## src/crc32il_pkg.sv

```systemverilog
`timescale 1ns / 1ps
// ============================================================================
// CRC-32 checked interleaved loader package
// Shared beat types, CRC constants, status codes and register indexes.
// ============================================================================
package crc32il_pkg;

    localparam int DATA_W   = 8;
    localparam int OUT_AW   = 20;
    localparam int INDEX_W  = 21;
    localparam int CRC_W    = 32;
    localparam int STATUS_W = 2;
    localparam int STEP_W   = 8;
    localparam int PADDR_W  = 4;
    localparam int PDATA_W  = 32;
    localparam int REG_IDX_W = 2;

    localparam logic [CRC_W-1:0]   CRC_POLY     = 32'hEDB8_8320;
    localparam logic [CRC_W-1:0]   CRC_ALL_ONES = 32'hFFFF_FFFF;
    localparam logic [INDEX_W-1:0] INDEX_MAX    = 21'h1F_FFFF;

    // Result status codes.
    localparam logic [STATUS_W-1:0] STATUS_BUSY    = 2'd0;
    localparam logic [STATUS_W-1:0] STATUS_PASS    = 2'd1;
    localparam logic [STATUS_W-1:0] STATUS_BAD_LEN = 2'd2;
    localparam logic [STATUS_W-1:0] STATUS_BAD_CRC = 2'd3;

    // Register indexes; register i sits at byte address 4*i.
    localparam logic [REG_IDX_W-1:0] REG_ROM_OFFSET      = 2'd0;
    localparam logic [REG_IDX_W-1:0] REG_INTERLEAVE_STEP = 2'd1;
    localparam logic [REG_IDX_W-1:0] REG_EXPECTED_CRC    = 2'd2;
    localparam logic [REG_IDX_W-1:0] REG_IMAGE_LENGTH    = 2'd3;

    typedef struct packed {
        logic [DATA_W-1:0] data_byte;
        logic              last_byte;
    } item_beat_t;

    typedef struct packed {
        logic                write_enable;
        logic [OUT_AW-1:0]   write_address;
        logic [DATA_W-1:0]   write_data;
        logic                image_done;
        logic [STATUS_W-1:0] check_status;
        logic [CRC_W-1:0]    found_crc;
    } result_beat_t;

endpackage

```

## src/crc32_checked_interleaved_loader.sv

```systemverilog
`timescale 1ns / 1ps
// ============================================================================
// CRC-32 checked interleaved loader
// Streams image bytes out as staged interleaved writes and checks the image
// length and reflected CRC-32 on the last byte.
// ============================================================================
// The loader takes one image byte per beat and returns exactly one result
// beat for it, carrying the byte, its destination address
// (rom_offset + index * interleave_step, wrapped to ADDR_BITS bits) and a
// write enable that is low for bytes beyond the image length register. On
// the beat marked last_byte the result also carries image_done, the check
// status (pass, wrong length, or wrong checksum, where wrong length wins
// when both are wrong) and the final CRC found; the consumer should treat
// the writes as staged and commit them only on pass. The block sustains one
// beat per clock while the result side does not stall: a beat is captured
// in an input register, and from there a single byte-wise CRC update plus
// an address add and the length compare load the result register. The
// input stalls only when both registers hold a beat and the result side
// is stalling. After the last byte the running CRC, byte count and address
// stride return to their start values for the next image; the registers
// keep their contents. Registers are written through the APB port and
// should only be changed while no image beat is in flight.
// ============================================================================
module crc32_checked_interleaved_loader
    import crc32il_pkg::*;
#(
    parameter int ADDR_BITS = 20
)
(
    input  logic                clk,
    input  logic                rst_n,

    input  logic                item_valid,
    output logic                item_stall,
    input  item_beat_t          item,

    output logic                result_valid,
    input  logic                result_stall,
    output result_beat_t        result,

    input  logic                psel,
    input  logic                penable,
    input  logic                pwrite,
    input  logic [PADDR_W-1:0]  paddr,
    input  logic [PDATA_W-1:0]  pwdata,
    output logic [PDATA_W-1:0]  prdata,
    output logic                pready
);

    // ------------------------------------------------------------------
    // Configuration registers
    // ------------------------------------------------------------------
    logic [OUT_AW-1:0]  rom_offset_reg;
    logic [STEP_W-1:0]  interleave_step_reg;
    logic [CRC_W-1:0]   expected_crc_reg;
    logic [INDEX_W-1:0] image_length_reg;

    logic                 cfg_write;
    logic [REG_IDX_W-1:0] cfg_idx;

    assign pready    = 1'b1;
    assign cfg_idx   = paddr[PADDR_W-1:2];
    assign cfg_write = psel && penable && pwrite && pready;

    always_ff @(posedge clk or negedge rst_n)
    begin
        if (!rst_n)
        begin
            rom_offset_reg      <= '0;
            interleave_step_reg <= STEP_W'(1);
            expected_crc_reg    <= '0;
            image_length_reg    <= '0;
        end
        else if (cfg_write)
        begin
            unique case (cfg_idx)
                REG_ROM_OFFSET:      rom_offset_reg      <= pwdata[OUT_AW-1:0];
                REG_INTERLEAVE_STEP: interleave_step_reg <= pwdata[STEP_W-1:0];
                REG_EXPECTED_CRC:    expected_crc_reg    <= pwdata[CRC_W-1:0];
                REG_IMAGE_LENGTH:    image_length_reg    <= pwdata[INDEX_W-1:0];
                default:             ;
            endcase
        end
    end

    always_comb
    begin
        unique case (cfg_idx)
            REG_ROM_OFFSET:      prdata = {{(PDATA_W-OUT_AW){1'b0}}, rom_offset_reg};
            REG_INTERLEAVE_STEP: prdata = {{(PDATA_W-STEP_W){1'b0}}, interleave_step_reg};
            REG_EXPECTED_CRC:    prdata = expected_crc_reg;
            REG_IMAGE_LENGTH:    prdata = {{(PDATA_W-INDEX_W){1'b0}}, image_length_reg};
            default:             prdata = '0;
        endcase
    end

    // ------------------------------------------------------------------
    // Input register and pipeline control
    // ------------------------------------------------------------------
    item_beat_t   item_reg;
    logic         item_valid_reg;
    logic         advance;
    logic         result_valid_reg;
    result_beat_t result_reg;

    // The captured beat moves into the result register whenever that
    // register is empty or its beat is being taken this cycle.
    assign advance    = item_valid_reg && (!result_valid_reg || !result_stall);
    assign item_stall = item_valid_reg && !advance;

    always_ff @(posedge clk or negedge rst_n)
    begin
        if (!rst_n)
        begin
            item_valid_reg <= 1'b0;
        end
        else if (!item_stall)
        begin
            item_valid_reg <= item_valid;
        end
    end

    always_ff @(posedge clk)
    begin
        if (item_valid && !item_stall)
        begin
            item_reg <= item;
        end
    end

    // ------------------------------------------------------------------
    // Image state: running CRC, byte index, address stride
    // ------------------------------------------------------------------
    logic [CRC_W-1:0]     crc_accum_reg;
    logic [INDEX_W-1:0]   byte_index_reg;
    logic [ADDR_BITS-1:0] stride_sum_reg;

    logic [CRC_W-1:0]     crc_next;
    logic [INDEX_W:0]     byte_count;
    logic [ADDR_BITS-1:0] offset_trim;
    logic [ADDR_BITS-1:0] addr_full;
    logic [31:0]          addr_wide;
    logic [CRC_W-1:0]     found;
    logic [STATUS_W-1:0]  status;
    logic [ADDR_BITS-1:0] stride_sum_next;
    logic [INDEX_W-1:0]   byte_index_next;

    crc32il_crc_byte u_crc_byte
    (
        .crc_in  (crc_accum_reg),
        .data    (item_reg.data_byte),
        .crc_out (crc_next)
    );

    assign offset_trim = ADDR_BITS'({{(32-OUT_AW){1'b0}}, rom_offset_reg});
    assign addr_full   = offset_trim + stride_sum_reg;
    assign addr_wide   = 32'(addr_full);
    assign byte_count  = {1'b0, byte_index_reg} + (INDEX_W+1)'(1);
    assign found       = crc_next ^ CRC_ALL_ONES;

    always_comb
    begin
        if (!item_reg.last_byte)
        begin
            status = STATUS_BUSY;
        end
        else if (byte_count != {1'b0, image_length_reg})
        begin
            status = STATUS_BAD_LEN;
        end
        else if (found != expected_crc_reg)
        begin
            status = STATUS_BAD_CRC;
        end
        else
        begin
            status = STATUS_PASS;
        end
    end

    assign stride_sum_next = stride_sum_reg + ADDR_BITS'(interleave_step_reg);
    assign byte_index_next = (byte_index_reg < INDEX_MAX) ?
                             byte_index_reg + INDEX_W'(1) : byte_index_reg;

    always_ff @(posedge clk or negedge rst_n)
    begin
        if (!rst_n)
        begin
            crc_accum_reg  <= CRC_ALL_ONES;
            byte_index_reg <= '0;
            stride_sum_reg <= '0;
        end
        else if (advance)
        begin
            if (item_reg.last_byte)
            begin
                // Image finished: start over for the next one.
                crc_accum_reg  <= CRC_ALL_ONES;
                byte_index_reg <= '0;
                stride_sum_reg <= '0;
            end
            else
            begin
                crc_accum_reg  <= crc_next;
                byte_index_reg <= byte_index_next;
                stride_sum_reg <= stride_sum_next;
            end
        end
    end

    // ------------------------------------------------------------------
    // Result register
    // ------------------------------------------------------------------
    always_ff @(posedge clk or negedge rst_n)
    begin
        if (!rst_n)
        begin
            result_valid_reg <= 1'b0;
        end
        else if (!result_valid_reg || !result_stall)
        begin
            result_valid_reg <= item_valid_reg;
        end
    end

    always_ff @(posedge clk)
    begin
        if (advance)
        begin
            result_reg.write_enable  <= byte_index_reg < image_length_reg;
            result_reg.write_address <= addr_wide[OUT_AW-1:0];
            result_reg.write_data    <= item_reg.data_byte;
            result_reg.image_done    <= item_reg.last_byte;
            result_reg.check_status  <= status;
            result_reg.found_crc     <= item_reg.last_byte ? found : '0;
        end
    end

    assign result_valid = result_valid_reg;
    assign result       = result_reg;

    // ------------------------------------------------------------------
    // Assertions
    // ------------------------------------------------------------------
    a_held_beat_stays: assert property (@(posedge clk) disable iff (!rst_n)
        item_valid_reg && !advance |=> item_valid_reg)
        else $error("captured beat dropped while the result side was stalled");

    a_restart_after_last: assert property (@(posedge clk) disable iff (!rst_n)
        advance && item_reg.last_byte |=>
            (byte_index_reg == '0) && (crc_accum_reg == CRC_ALL_ONES) &&
            (stride_sum_reg == '0))
        else $error("image state not cleared after the last byte");

    a_done_has_status: assert property (@(posedge clk) disable iff (!rst_n)
        result_valid && result.image_done |-> result.check_status != STATUS_BUSY)
        else $error("last-byte result carries no check status");

    a_busy_no_crc: assert property (@(posedge clk) disable iff (!rst_n)
        result_valid && !result.image_done |->
            (result.check_status == STATUS_BUSY) && (result.found_crc == '0))
        else $error("mid-image result carries a status or a CRC");

    a_state_only_on_advance: assert property (@(posedge clk) disable iff (!rst_n)
        !advance |=> $stable(byte_index_reg) && $stable(crc_accum_reg))
        else $error("image state moved without a beat");

endmodule

```

## src/crc32il_crc_byte.sv

```systemverilog
`timescale 1ns / 1ps
// ============================================================================
// CRC-32 byte update
// Folds one byte into a reflected CRC-32 register (polynomial 0xEDB88320).
// ============================================================================
module crc32il_crc_byte
    import crc32il_pkg::*;
(
    input  logic [CRC_W-1:0]  crc_in,
    input  logic [DATA_W-1:0] data,
    output logic [CRC_W-1:0]  crc_out
);

    always_comb
    begin
        logic [CRC_W-1:0] c;
        c = crc_in ^ {{(CRC_W-DATA_W){1'b0}}, data};
        // Eight shift-and-reduce steps, one per data bit, LSB first.
        for (int k = 0; k < DATA_W; k++)
        begin
            if (c[0])
            begin
                c = CRC_POLY ^ (c >> 1);
            end
            else
            begin
                c = c >> 1;
            end
        end
        crc_out = c;
    end

endmodule
```

## config.mk

```make
export PLATFORM = sky130hd
export DESIGN_NAME = crc32_checked_interleaved_loader
export DESIGN_NICKNAME = d
export VERILOG_FILES = /design/src/crc32il_pkg.sv /design/src/crc32_checked_interleaved_loader.sv /design/src/crc32il_crc_byte.sv
export SDC_FILE = /design/constraint.sdc
export NUM_CORES = 1
export LEC_CHECK = 0
export ABC_AREA = 1
export BUFFER_PORTS_ARGS = -buffer_cell sky130_fd_sc_hd__buf_2
export CAP_MARGIN = 20
export CORE_MARGIN = 2
export CORE_UTILIZATION = 35
export DETAILED_ROUTE_END_ITERATION = 10
export PLACE_DENSITY = 0.54
export SLEW_MARGIN = 10
export SYNTH_ARGS = -nofsm -noshare
export SYNTH_HDL_FRONTEND = slang
export SYNTH_SLANG_ARGS = --single-unit
```

## constraint.sdc

```tcl
create_clock -name clk -period 8 [get_ports clk]
set_input_delay 1.6 -clock clk [delete_from_list [all_inputs] [get_ports clk]]
set_output_delay 1.6 -clock clk [all_outputs]
set_load 0.1 [all_outputs]
```

Word level (Yosys, flattened, before mapping). Cells that the tools add are included.

Add/sub/neg operators: 4. Order comparisons: 2. Equality and inequality tests: 5. Muxes and demuxes: 15. Bitwise operators: 11. Reduce and logical (&&, ||, !) cells: 18.

Operators by type and width (number): $mux W32 (9); $pmux W32 S4 (1); $not A13 Y14 (8); $mux W21 (2); $ne A32 B32 Y1 (1); $not A32 Y32 (1); $xor A32 B8 Y32 (1); $add A21 B1 Y22 const B (1); $ne A22 B21 Y1 (1); $add A21 B1 Y21 const B (1); $lt A21 B21 Y1 (1); $lt A21 B21 Y1 const B (1); $add A20 B20 Y20 (1); $add A20 B8 Y20 (1); $mux W20 (1); $reduce_and A2 Y1 (5); $logic_and A1 B1 Y1 (5); $eq A2 B2 Y1 const B (2); $logic_not A1 Y1 (4); $mux W2 (2); $eq A2 B1 Y1 const B (1); $logic_not A2 Y1 (1); $reduce_bool A2 Y1 (1); $reduce_or A2 Y1 (1); 2 further kinds (2).

Register bits: 229. Output and inout port bits: 99.

Logic depth before layout (Yosys ltp). Gate-level depths: netlist of run 1.

Depth after elaboration: 21. Gate-level depth with buffers: 19. Depth with buffers taken out: 18.

Hierarchy. A second synthesis of run 1 with hierarchy kept.

Cells, all modules: 1536. Area, all modules: 12998.7 µm².

By module, submodules not included: crc32_checked_interleaved_loader (times used 1, cells each 1327, area an instance 11823.8 µm²); crc32il_crc_byte (times used 1, cells each 209, area an instance 1174.9 µm²).

Worst setup path before layout of run 1. No wires, ideal clock.

Path type: input -> output. Start: input port paddr[3]. End: output port prdata[10]. Arrival: 3855 ps. Required time: 6400 ps. Setup slack: 2545 ps. Cell stages on the path: 5. Path buffers: 1. Cell sequence: inv_1 nor2_1 inv_2 clkbuf_1 o221ai_1.

Longest elaborated chain between the ends: 2.

RTL lines: start, declared (line crc32_checked_interleaved_loader.sv:44) `input logic [PADDR_W-1:0] paddr,`; $eq A2 B2 Y1 (tied with other cells) (line crc32_checked_interleaved_loader.sv:88) `unique case (cfg_idx)`; $pmux W32 S4 (*) (line crc32_checked_interleaved_loader.sv:88); end, declared (line crc32_checked_interleaved_loader.sv:46) `output logic [PDATA_W-1:0] prdata,`.

Every way passes the cells marked *; elsewhere a longest branch is shown, timed or not.

Final worst setup path of run 1.
Start: input port paddr[3]. End: output port prdata[14].

Same word-level chain as after synthesis.

==> results by group, run 1 <==
Detailed routing
  • Routed Antenna Nets: 0
  • Drt first pass iters: 6
  • Drt total wl: 42000 µm
  • Vias/cell: 5.02
  • Drt initial violations: 768
  • Via count: 11800
  • # DRC: 0
  • Average wire per standard cell: 17.9 µm

Critical path
  • CP Capture Type: primary output
  • Worst EP arrival: 3.76 ns
  • Startpoint types: primary input
  • Slowest stage delay, CP: 0.55 ns
  • Critical-path top delay cell: nor2_1
  • Most frequent CP cell: buf_2
  • Reg2reg start: result_valid$_DFFE_PN0P_
  • CP max FO: 25
  • R2r worst-path depth: 10
  • Reg-to-reg slack, setup: 4.97 ns
  • Reg2reg end: crc_accum_reg[27]$_DFFE_PN1P_
  • Cell family with most CP delay: buffers and inverters
  • CP Cell Sequence: buf_2 -> inv_1 -> nor2_1 -> inv_2 -> o221ai_1 -> buf_2
  • CP required: 6.40 ns
  • Crit path capture: prdata[14]
  • Crit path from: paddr[3]
  • Crit. path cell count: 6
  • Critical path class: primary input to primary output
  • CP Buf/Inv Count: 4

Cells and area
  • Most frequent cells in the layout: nand2_1 (517), inv_1 (200), buf_2 (146)
  • Fill cells: 3872
  • Post-layout util: 0.416
  • Diodes inserted: 0
  • Register area: 6140 µm²
  • Most common cell after layout, fill and taps aside: nand2_1
  • Post-layout nets: 1915
  • Area Overhead vs Synth: 17.4%
  • Post-route cell area: 15600 µm²
  • Ratio of cells with drive above 1 in the final layout: 0.155
  • Multi-input logic area: 6210 µm²
  • Max reg flops: 64
  • Finished Layout Cells: 2345

Pwr
  • Switching Power: 2.87 mW
  • Cell internal pwr: 3.12 mW
  • Pleak: 7.64 nW
  • PwrDens: 384 nW/µm²
  • Sw frac: 0.480
  • Part of the power in registers: 0.299
  • Clock power share: 0.234
  • Gate power share: 0.467
  • Maximum VDD drop: 0.160 mV

Outcome
  • Status: completed

Clock network
  • CTS sink count: 229
  • Worst-path clk slew: 0.06 ns
  • Worst-skew pair later-pin latency: 0.57 ns
  • Setup bufs post-CTS: 0
  • Root Driver: clkbuf_16
  • Clock Path Buffers: 3
  • CTS H-tree lvls: 1
  • Post_cts resized: 0
  • Hold Buf Count CTS: 0
  • Num CTS Buffers: 28
  • CTS tree: built

Floorplan
  • I/O pin cnt: 151
  • Initial core utilization: 0.354
  • Core ar.: 37500 µm²
  • Die area: 39500 µm²
  • Die X: 199 µm
  • Row cnt: 71
  • Die Y: 199 µm

STA
  • Clk_skew: 0.0128 ns
  • Slew @ Worst Pin: 1.03 ns
  • Fin crit share: 0.670
  • Fin crit period: 5.36 ns
  • Max Slew Vio Count: 0
  • Fin. Hold Viols: 0
  • Unrepaired setup endpoints after global routing: no
  • Slew Limit Headroom: 0.311
  • Max Fclk: 186 MHz
  • # setup viols final: 0
  • Setup_tns: 0 ns

Synth
  • Post-synthesis sequential area ratio: 0.462
  • Yosys cell types: 57
  • Net Count, Synth: 1767
  • Synth warnings: 0
  • Number of synthesized register bits: 229
  • Cell Area, Synth: 13300 µm²
  • Syn Area/Cell: 7.98 µm²
  • Cells after Synth: 1664

Place
  • Cell count after placement: 2292
  • Hpwl dp: 31300 µm
  • Gpl congestion: 0.931
  • Area post-placement: 14600 µm²
  • Buffers added on ports: 147

Hold path
  • Hold WC Path Type: flop to flop

GRT
  • Vias in the first global route: 11200
  • Pin count of the biggest net entering global routing: 96
  • GRT Util Overall: 0.214
  • First-pass GRT wire length: 64400 µm
  • GR Overflow Total: 0
  • Initial antenna violation count: 0

Run
  • Max cap viols: 0
==> layout make-up <==
class,count,area share
timing repair buffer,156,0.0527
clock buffer,33,0.0495
inverter,208,0.0500
tap,511,0.0410
sequential,229,0.393
multi-input combinational,1189,0.398
clock inverter,19,0.0152
==> metrics by stage <==
stage / setup slack [ns] / total power, mW / hold WS, ns
after floorplan: 2.55 / 3.89 / 0.444
after global placement: 2.62 / 4.56 / 0.476
after detailed placement: 2.65 / 4.59 / 0.481
after CTS: 2.64 / 6.02 / 0.499
after global routing: 2.53 / 6.37 / 0.529
final: 2.64 / 5.99 / 0.493
==> synth_stat cells (all sizes together) <==
master   count  area share
nand2      547        0.16
inv        207       0.058
nor2       128       0.038
dfrtp      123        0.23
nand3      108       0.041
o21ai      101       0.038
edfxtp      73        0.17
a21oi       62       0.023
ha          49       0.046
xor2        42       0.028
o22ai       40       0.019
dfstp       33       0.065
clkbuf      31      0.0088
nand4       16      0.0075
nor3        13      0.0049
o221ai      13      0.0086
o2111ai      9      0.0059
xnor2        9      0.0065
a22oi        8      0.0045
buf          7      0.0035
nand3b       6      0.0034
a31oi        5      0.0024
o31ai        4      0.0026
o211ai       3      0.0017
o21a         3      0.0017
or2          3      0.0014
xnor3        3      0.0051
a211oi       2      0.0011
a32o         2      0.0015
fa           2      0.0030
nor4         2     0.00094
a21o         1     0.00057
a22o         1     0.00066
a32oi        1     0.00066
and2         1     0.00047
and3         1     0.00047
clkinv       1     0.00028
conb         1     0.00028
o211a        1     0.00075
o21bai       1     0.00057
o31a         1     0.00066
==> power by group through the flow <==
stage / clock network (mW) / logic, mW / registers [mW]
finish: 1.40 / 2.80 / 1.79
global route: 1.48 / 3.06 / 1.83
CTS: 1.43 / 2.79 / 1.79
detailed placement: 0 / 2.78 / 1.81
global placement: 0 / 2.76 / 1.81
floorplan: 0 / 1.61 / 2.28
==> worst min-delay path by stage <==
stage | start | end | slack, ns | cells past startpoint
after CTS | crc_accum_reg[4]$_DFFE_PN1P_ | crc_accum_reg[4]$_DFFE_PN1P_ | 0.50 | 2
after global routing | crc_accum_reg[4]$_DFFE_PN1P_ | crc_accum_reg[4]$_DFFE_PN1P_ | 0.53 | 2
after floorplan | item_valid_reg$_DFFE_PN0N_ | result_valid$_DFFE_PN0P_ | 0.44 | 2
after global placement | image_length_reg[12]$_DFFE_PN0P_ | image_length_reg[12]$_DFFE_PN0P_ | 0.48 | 2
after detailed placement | image_length_reg[12]$_DFFE_PN0P_ | image_length_reg[12]$_DFFE_PN0P_ | 0.48 | 2
final | image_length_reg[12]$_DFFE_PN0P_ | image_length_reg[12]$_DFFE_PN0P_ | 0.49 | 2
==> cell families after synthesis <==
kind of cell	synth area share
compound gates	0.114
xor+xnor	0.0398
fa+ha+maj	0.0492
buf+inv	0.0710
flops	0.462
other cells	0.000282
simple gates	0.263
==> worst min-delay path: stages, from the launching register on <==
cell     delay, ns
dfrtp_1       0.35
nand2_1       0.05
o21ai_0       0.06
==> routing by layer <==
metal / global-route usage / vias up / wire (µm)
li1: - / 5778 / -
met1: 0.298 / 5579 / 19400
met2: 0.338 / 336 / 18500
met3: 0.0278 / 71 / 2530
met4: 0.0832 / 0 / 1580
met5: 0 / - / 0
Power figures use the tool's default switching activity.
==> inputs of run 2 (changes only) <==
==> constraint.sdc (replaced) <==
create_clock -name clk -period 5.14 [get_ports clk]
set_input_delay 1.028 -clock clk [delete_from_list [all_inputs] [get_ports clk]]
set_output_delay 1.028 -clock clk [all_outputs]
set_load 0.1 [all_outputs]
==> run 2 against run 1 <==
  * Die area is the same
  * Worst hold slack worse by 0.022 ns
  * Sequential power rose by 55%
  * Largest cell class unchanged
  * Routed wire length fell by 0.61%
  * Cell area down 0.22%
==> results by group, run 2 (synthesis results as in run 1) <==
Detailed routing
  • Via count: 11900 (+0.81%)
  • Drt initial violations: 933 (+21%)
  • # DRC: 0 (unchanged)
  • Drt first pass iters: 5 (-1)
  • Routed Antenna Nets: 0 (unchanged)
  • Vias/cell: 5.05 (+0.68%)
  • Average wire per standard cell: 17.8 µm (-0.73%)
  • Drt total wl: 41700 µm (-0.61%)

Pwr
  • Sw frac: 0.483 (+0.00373)
  • Cell internal pwr: 4.74 mW (+52%)
  • Clock power share: 0.220 (-0.014)
  • PwrDens: 589 nW/µm² (+53%)
  • Pleak: 7.64 nW (about the same)
  • Maximum VDD drop: 0.271 mV (+69%)
  • Switching Power: 4.43 mW (+54%)
  • Part of the power in registers: 0.304 (+0.005)
  • Gate power share: 0.477 (+0.010)

Run
  • Max cap viols: 0 (unchanged)

GRT
  • Initial antenna violation count: 0 (unchanged)
  • GRT Util Overall: 0.211 (-0.00311)
  • Grt met1 use: 0.292 (-0.00546)
  • GR Overflow Total: 0 (unchanged)
  • Grt met3 use: 0.0288 (+0.00102)
  • Met2 Use GR: 0.345 (+0.00738)
  • First-pass GRT wire length: 63200 µm (-1.8%)
  • Vias in the first global route: 11000 (-1.5%)
  • GRT Max-Usage Layer: met2
  • Pin count of the biggest net entering global routing: 89 (-7.3%)

Cells and area
  • Area Overhead vs Synth: 17.2%
  • Max reg flops: 64 (unchanged)
  • Most common cell after layout, fill and taps aside: nand2_1
  • Finished Layout Cells: 2348 (+0.13%)
  • Ratio of cells with drive above 1 in the final layout: 0.155 (-0.000798)
  • Fill cells: 3902 (+0.77%)
  • Diodes inserted: 0 (unchanged)
  • Post-route cell area: 15600 µm² (-0.22%)
  • Most frequent cells in the layout: nand2_1 (517), inv_1 (200), buf_2 (146)
  • Post-layout nets: 1918 (+0.16%)

STA
  • Max Fclk: 261 MHz
  • Worst hold slack: 0.471 ns (-0.0219 ns)
  • Max Slew Vio Count: 0 (unchanged)
  • Fin crit period: 3.84 ns
  • Slew Limit Headroom: 0.308 (-0.00278)
  • # setup viols final: 0 (unchanged)
  • Setup_tns: 0 ns (unchanged)
  • Unrepaired setup endpoints after global routing: no
  • Clk_skew: 0.0185 ns (+0.00570 ns)
  • Fin. Hold Viols: 0 (unchanged)
  • Slew @ Worst Pin: 1.04 ns (+0.00416 ns)
  • Fin crit share: 0.746

Floorplan
  • Core ar.: 37500 µm² (unchanged)
  • Die X: 199 µm (unchanged)
  • Die area: 39500 µm² (unchanged)
  • Die Y: 199 µm (unchanged)
  • Row cnt: 71 (unchanged)
  • Initial core utilization: 0.354 (unchanged)
  • I/O pin cnt: 151 (unchanged)

Critical path
  • CP required: 4.11 ns (-2.29 ns)
  • Startpoint types: primary input
  • Reg-to-reg slack, setup: 2.20 ns (-2.77 ns)
  • Critical path class: primary input to primary output
  • CP max FO: 21 (-16%)
  • CP Capture Type: primary output
  • Worst EP arrival: 2.81 ns (-0.95 ns)

Place
  • Hpwl dp: 31600 µm (+1.2%)
  • Gpl congestion: 0.908 (-2.4%)
  • Cell count after placement: 2295 (+0.13%)
  • Buffers added on ports: 147 (unchanged)
  • Area post-placement: 14600 µm² (+0.24%)

Clock network
  • CTS sink count: 229 (unchanged)
  • Worst-path clk slew: 0.06 ns (about the same)
  • Post_cts resized: 0 (unchanged)
  • Hold Buf Count CTS: 0 (unchanged)
  • Root Driver: clkbuf_16
  • Clock Path Buffers: 3 (unchanged)
  • CTS H-tree lvls: 1 (unchanged)
  • CTS tree: built
  • Num CTS Buffers: 28 (unchanged)
  • Setup bufs post-CTS: 0 (unchanged)
  • Worst-skew pair later-pin latency: 0.56 ns (about the same)

Outcome
  • Status: completed

Hold path
  • Hold WC Path Type: primary input to asynchronous set/reset pin
==> run 2: cell types whose count changed in the layout (fill, tap and decap cells not counted), sizes merged <==
cell,before,now
buf,156,159
inv,208,209
clkbuf,33,43
clkinv,9,5
clkinvlp,5,2
bufinv,5,1
==> run 2: per-stage QoR <==
stage,util,setup WS (ns),power [mW]
2_1_floorplan,-,0.829,6.05
6_report,0.415,1.30,9.17
3_5_place_dp,0.390,1.32,7.16
4_1_cts,0.415,1.32,9.20
5_1_grt,0.415,1.30,9.75
3_3_place_gp,0.390,1.36,7.11
==> run 2: critical path: stages <==
cell and delay [ns]:
buf_2 0.11, nand2_1 0.55, o221ai_1 0.60, buf_2 0.51
==> run 2: cell type report <==
type | instances | area, µm² | share of cell area
repair buffers | 159 | 857 | 0.0551
clock buffers | 43 | 861 | 0.0553
flip-flops and latches | 229 | 6140 | 0.394
well taps | 511 | 639 | 0.0411
clock inverters | 9 | 80.1 | 0.00514
inverters | 208 | 781 | 0.0502
multi-input cells | 1189 | 6210 | 0.399
==> run 2: per-layer routing <==
layer  vias to the layer above  part of all wire
li1                       5803                 -
met1                      5640              0.45
met2                       356              0.46
met3                        60             0.057
met4                         0             0.024
met5                         -                 0
==> run 2: final timing paths <==
path | end | startpoint | cells past startpoint
max in group asynchronous | crc_accum_reg[5]$_DFFE_PN1P_ | rst_n | 2
worst min-delay path | byte_index_reg[18]$_DFFE_PN0P_ | rst_n | 1
worst max register to register | result[33]$_SDFFCE_PN0P_ | byte_index_reg[0]$_DFFE_PN0P_ | 16
worst min register to register | image_length_reg[12]$_DFFE_PN0P_ | image_length_reg[12]$_DFFE_PN0P_ | 2
min in group clk | image_length_reg[12]$_DFFE_PN0P_ | image_length_reg[12]$_DFFE_PN0P_ | 2
worst max-delay path | prdata[14] | paddr[2] | 4
==> run 2: power groups by stage <==
stage	Sequential, mW	Clock, mW	Combinational [mW]
global route	2.83	2.14	4.78
detailed placement	2.81	0	4.35
finish	2.78	2.01	4.37
CTS	2.78	2.06	4.36
floorplan	3.54	0	2.51
global placement	2.81	0	4.30
==> inputs of run 3 (changes only) <==
==> constraint.sdc (replaced) <==
create_clock -name clk -period 4 [get_ports clk]
set_input_delay 0.8 -clock clk [delete_from_list [all_inputs] [get_ports clk]]
set_output_delay 0.8 -clock clk [all_outputs]
set_load 0.1 [all_outputs]
==> run 3 against run 2 <==
  * Register-to-register slack worse by 1.0 ns
  * First-iteration DRC count down 18%
  * Count of clock-buffer cells in the layout down 3
  * Die area unchanged
  * Sequential cell count unchanged
  * Cell count up 0.13%
  * Routed wire length about the same
  * Via count down 1.1%
  * Largest power group unchanged
  * Highest routed layer unchanged
==> results by group, run 3 (synthesis results as in run 1) <==
Outcome
  • Status: completed

Floorplan
  • I/O pin cnt: 151 (unchanged)
  • Die area: 39500 µm² (unchanged)
  • Core ar.: 37500 µm² (unchanged)
  • Row cnt: 71 (unchanged)
  • Die X: 199 µm (unchanged)
  • Initial core utilization: 0.354 (unchanged)
  • Die Y: 199 µm (unchanged)

Pwr
  • Clock power share: 0.221 (about the same)
  • Pleak: 7.67 nW (+0.44%)
  • Sw frac: 0.481 (-0.00261)
  • Cell internal pwr: 6.12 mW (+29%)
  • PwrDens: 756 nW/µm² (+28%)
  • Part of the power in registers: 0.303 (about the same)
  • Switching Power: 5.67 mW (+28%)
  • Gate power share: 0.476 (about the same)
  • Maximum VDD drop: 0.333 mV (+23%)

Critical path
  • Reg2reg end: result[33]$_SDFFCE_PN0P_
  • Slowest stage delay, CP: 0.64 ns (+0.04 ns)
  • Cell family with most CP delay: simple AND/OR/NAND/NOR gates
  • Worst EP arrival: 2.46 ns (-0.35 ns)
  • CP Cell Sequence: buf_2 -> inv_1 -> nor2_1 -> nand2_1 -> o2111ai_1 -> buf_2
  • Reg2reg start: byte_index_reg[0]$_DFFE_PN0P_
  • R2r worst-path depth: 16 (unchanged)
  • Reg-to-reg slack, setup: 1.18 ns (-1.02 ns)
  • Critical-path top delay cell: nor2_1
  • CP Capture Type: primary output
  • Startpoint types: primary input
  • CP max FO: 9 (-57%)
  • CP Buf/Inv Count: 3 (+1)
  • CP required: 3.20 ns (-0.91 ns)
  • Most frequent CP cell: buf_2
  • Critical path class: primary input to primary output

STA
  • Max Fclk: 307 MHz
  • Setup_tns: 0 ns (unchanged)
  • Max Slew Vio Count: 0 (unchanged)
  • Worst hold slack: 0.299 ns (-0.172 ns)
  • Unrepaired setup endpoints after global routing: no
  • Clk_skew: 0.0139 ns (-0.00453 ns)
  • Fin. Hold Viols: 0 (unchanged)
  • # setup viols final: 0 (unchanged)
  • Slew @ Worst Pin: 1.02 ns (-0.0136 ns)
  • Fin crit share: 0.815
  • Slew Limit Headroom: 0.318 (+0.00910)
  • Fin crit period: 3.26 ns

Detailed routing
  • Drt total wl: 41700 µm (about the same)
  • Top sig layer: met4
  • Drt first pass iters: 5 (unchanged)
  • Average wire per standard cell: 17.8 µm (about the same)
  • Vias/cell: 4.99 (-1.2%)
  • Via count: 11700 (-1.1%)
  • Drt initial violations: 768 (-18%)
  • # DRC: 0 (unchanged)
  • Met2 Routed Length: 18800 µm (-3.1%)
  • Metal-1 WL: 19500 µm (+2.5%)
  • Total length of routed met3 wires: 2250 µm (-5.2%)
  • Routed Antenna Nets: 0 (unchanged)

Place
  • Gpl congestion: 0.907 (-0.20%)
  • Hpwl dp: 31700 µm (+0.17%)
  • Buffers added on ports: 147 (unchanged)
  • Area post-placement: 14600 µm² (+0.15%)

GRT
  • First-pass GRT wire length: 63600 µm (+0.65%)
  • Vias in the first global route: 10900 (-0.82%)
  • GR Overflow Total: 0 (unchanged)
  • Pin count of the biggest net entering global routing: 80 (-10%)
  • GRT Util Overall: 0.212 (+0.00102)
  • Initial antenna violation count: 0 (unchanged)

Clock network
  • Root Driver: clkbuf_16
  • Num CTS Buffers: 28 (unchanged)
  • Worst-skew pair later-pin latency: 0.56 ns (about the same)
  • Setup bufs post-CTS: 0 (unchanged)
  • CTS tree: built
  • Hold Buf Count CTS: 0 (unchanged)
  • CTS H-tree lvls: 1 (unchanged)
  • CTS sink count: 229 (unchanged)
  • Worst-path clk slew: 0.06 ns (about the same)
  • Post_cts resized: 0 (unchanged)
  • Clock Path Buffers: 3 (unchanged)

Cells and area
  • Most common cell after layout, fill and taps aside: nand2_1
  • Most frequent cells in the layout: nand2_1 (517), inv_1 (200), buf_2 (146)
  • Diodes inserted: 0 (unchanged)
  • Post-layout nets: 1921 (+0.16%)
  • Area Overhead vs Synth: 17.4%
  • Max reg flops: 64 (unchanged)
  • Post-route cell area: 15600 µm² (+0.20%)
  • Ratio of cells with drive above 1 in the final layout: 0.158 (+0.00301)

Run
  • Max cap viols: 0 (unchanged)

Hold path
  • Hold WC Path Type: primary input to asynchronous set/reset pin
## run 3: power by group through the flow
stage	registers [mW]	clock network (mW)	logic [mW]
floorplan	4.55	0	3.22
global placement	3.61	0	5.53
detailed placement	3.61	0	5.58
CTS	3.58	2.67	5.60
global route	3.64	2.78	6.15
finish	3.57	2.61	5.61
## run 3: how the worst max path moves through the flow
stage                     slack [ns]  cells after the start  startpoint          to
after floorplan                 0.15                      5    paddr[3]  prdata[10]
after global placement          0.78                      7    paddr[3]   prdata[0]
after detailed placement        0.77                      7    paddr[3]   prdata[0]
after CTS                       0.76                      7    paddr[3]   prdata[0]
after global routing            0.71                      7    paddr[3]  prdata[14]
final                           0.74                      6    paddr[2]   prdata[0]
## run 3: stage by stage
step	cells	power, mW	setup slack (ns)	utilization
global placement	2298	9.14	0.776	0.390
finish	2351	11.8	0.741	0.416
floorplan	1664	7.78	0.145	-
detailed placement	2298	9.19	0.767	0.390
CTS	2350	11.8	0.760	0.416
global route	2351	12.6	0.708	0.416
## run 3: area by class of cell
class                      count  area (µm²)
clock buffer                  40         838
fill                        3891       21900
timing repair buffer         162         880
clock inverter                12         111
inverter                     208         781
tap                          511         639
sequential                   229        6140
multi-input combinational   1189        6210
## run 3: routing by layer
layer	up-vias	track usage
li1	5793	-
met1	5587	0.296
met2	292	0.337
met3	61	0.0302
met4	0	0.0691
met5	-	0
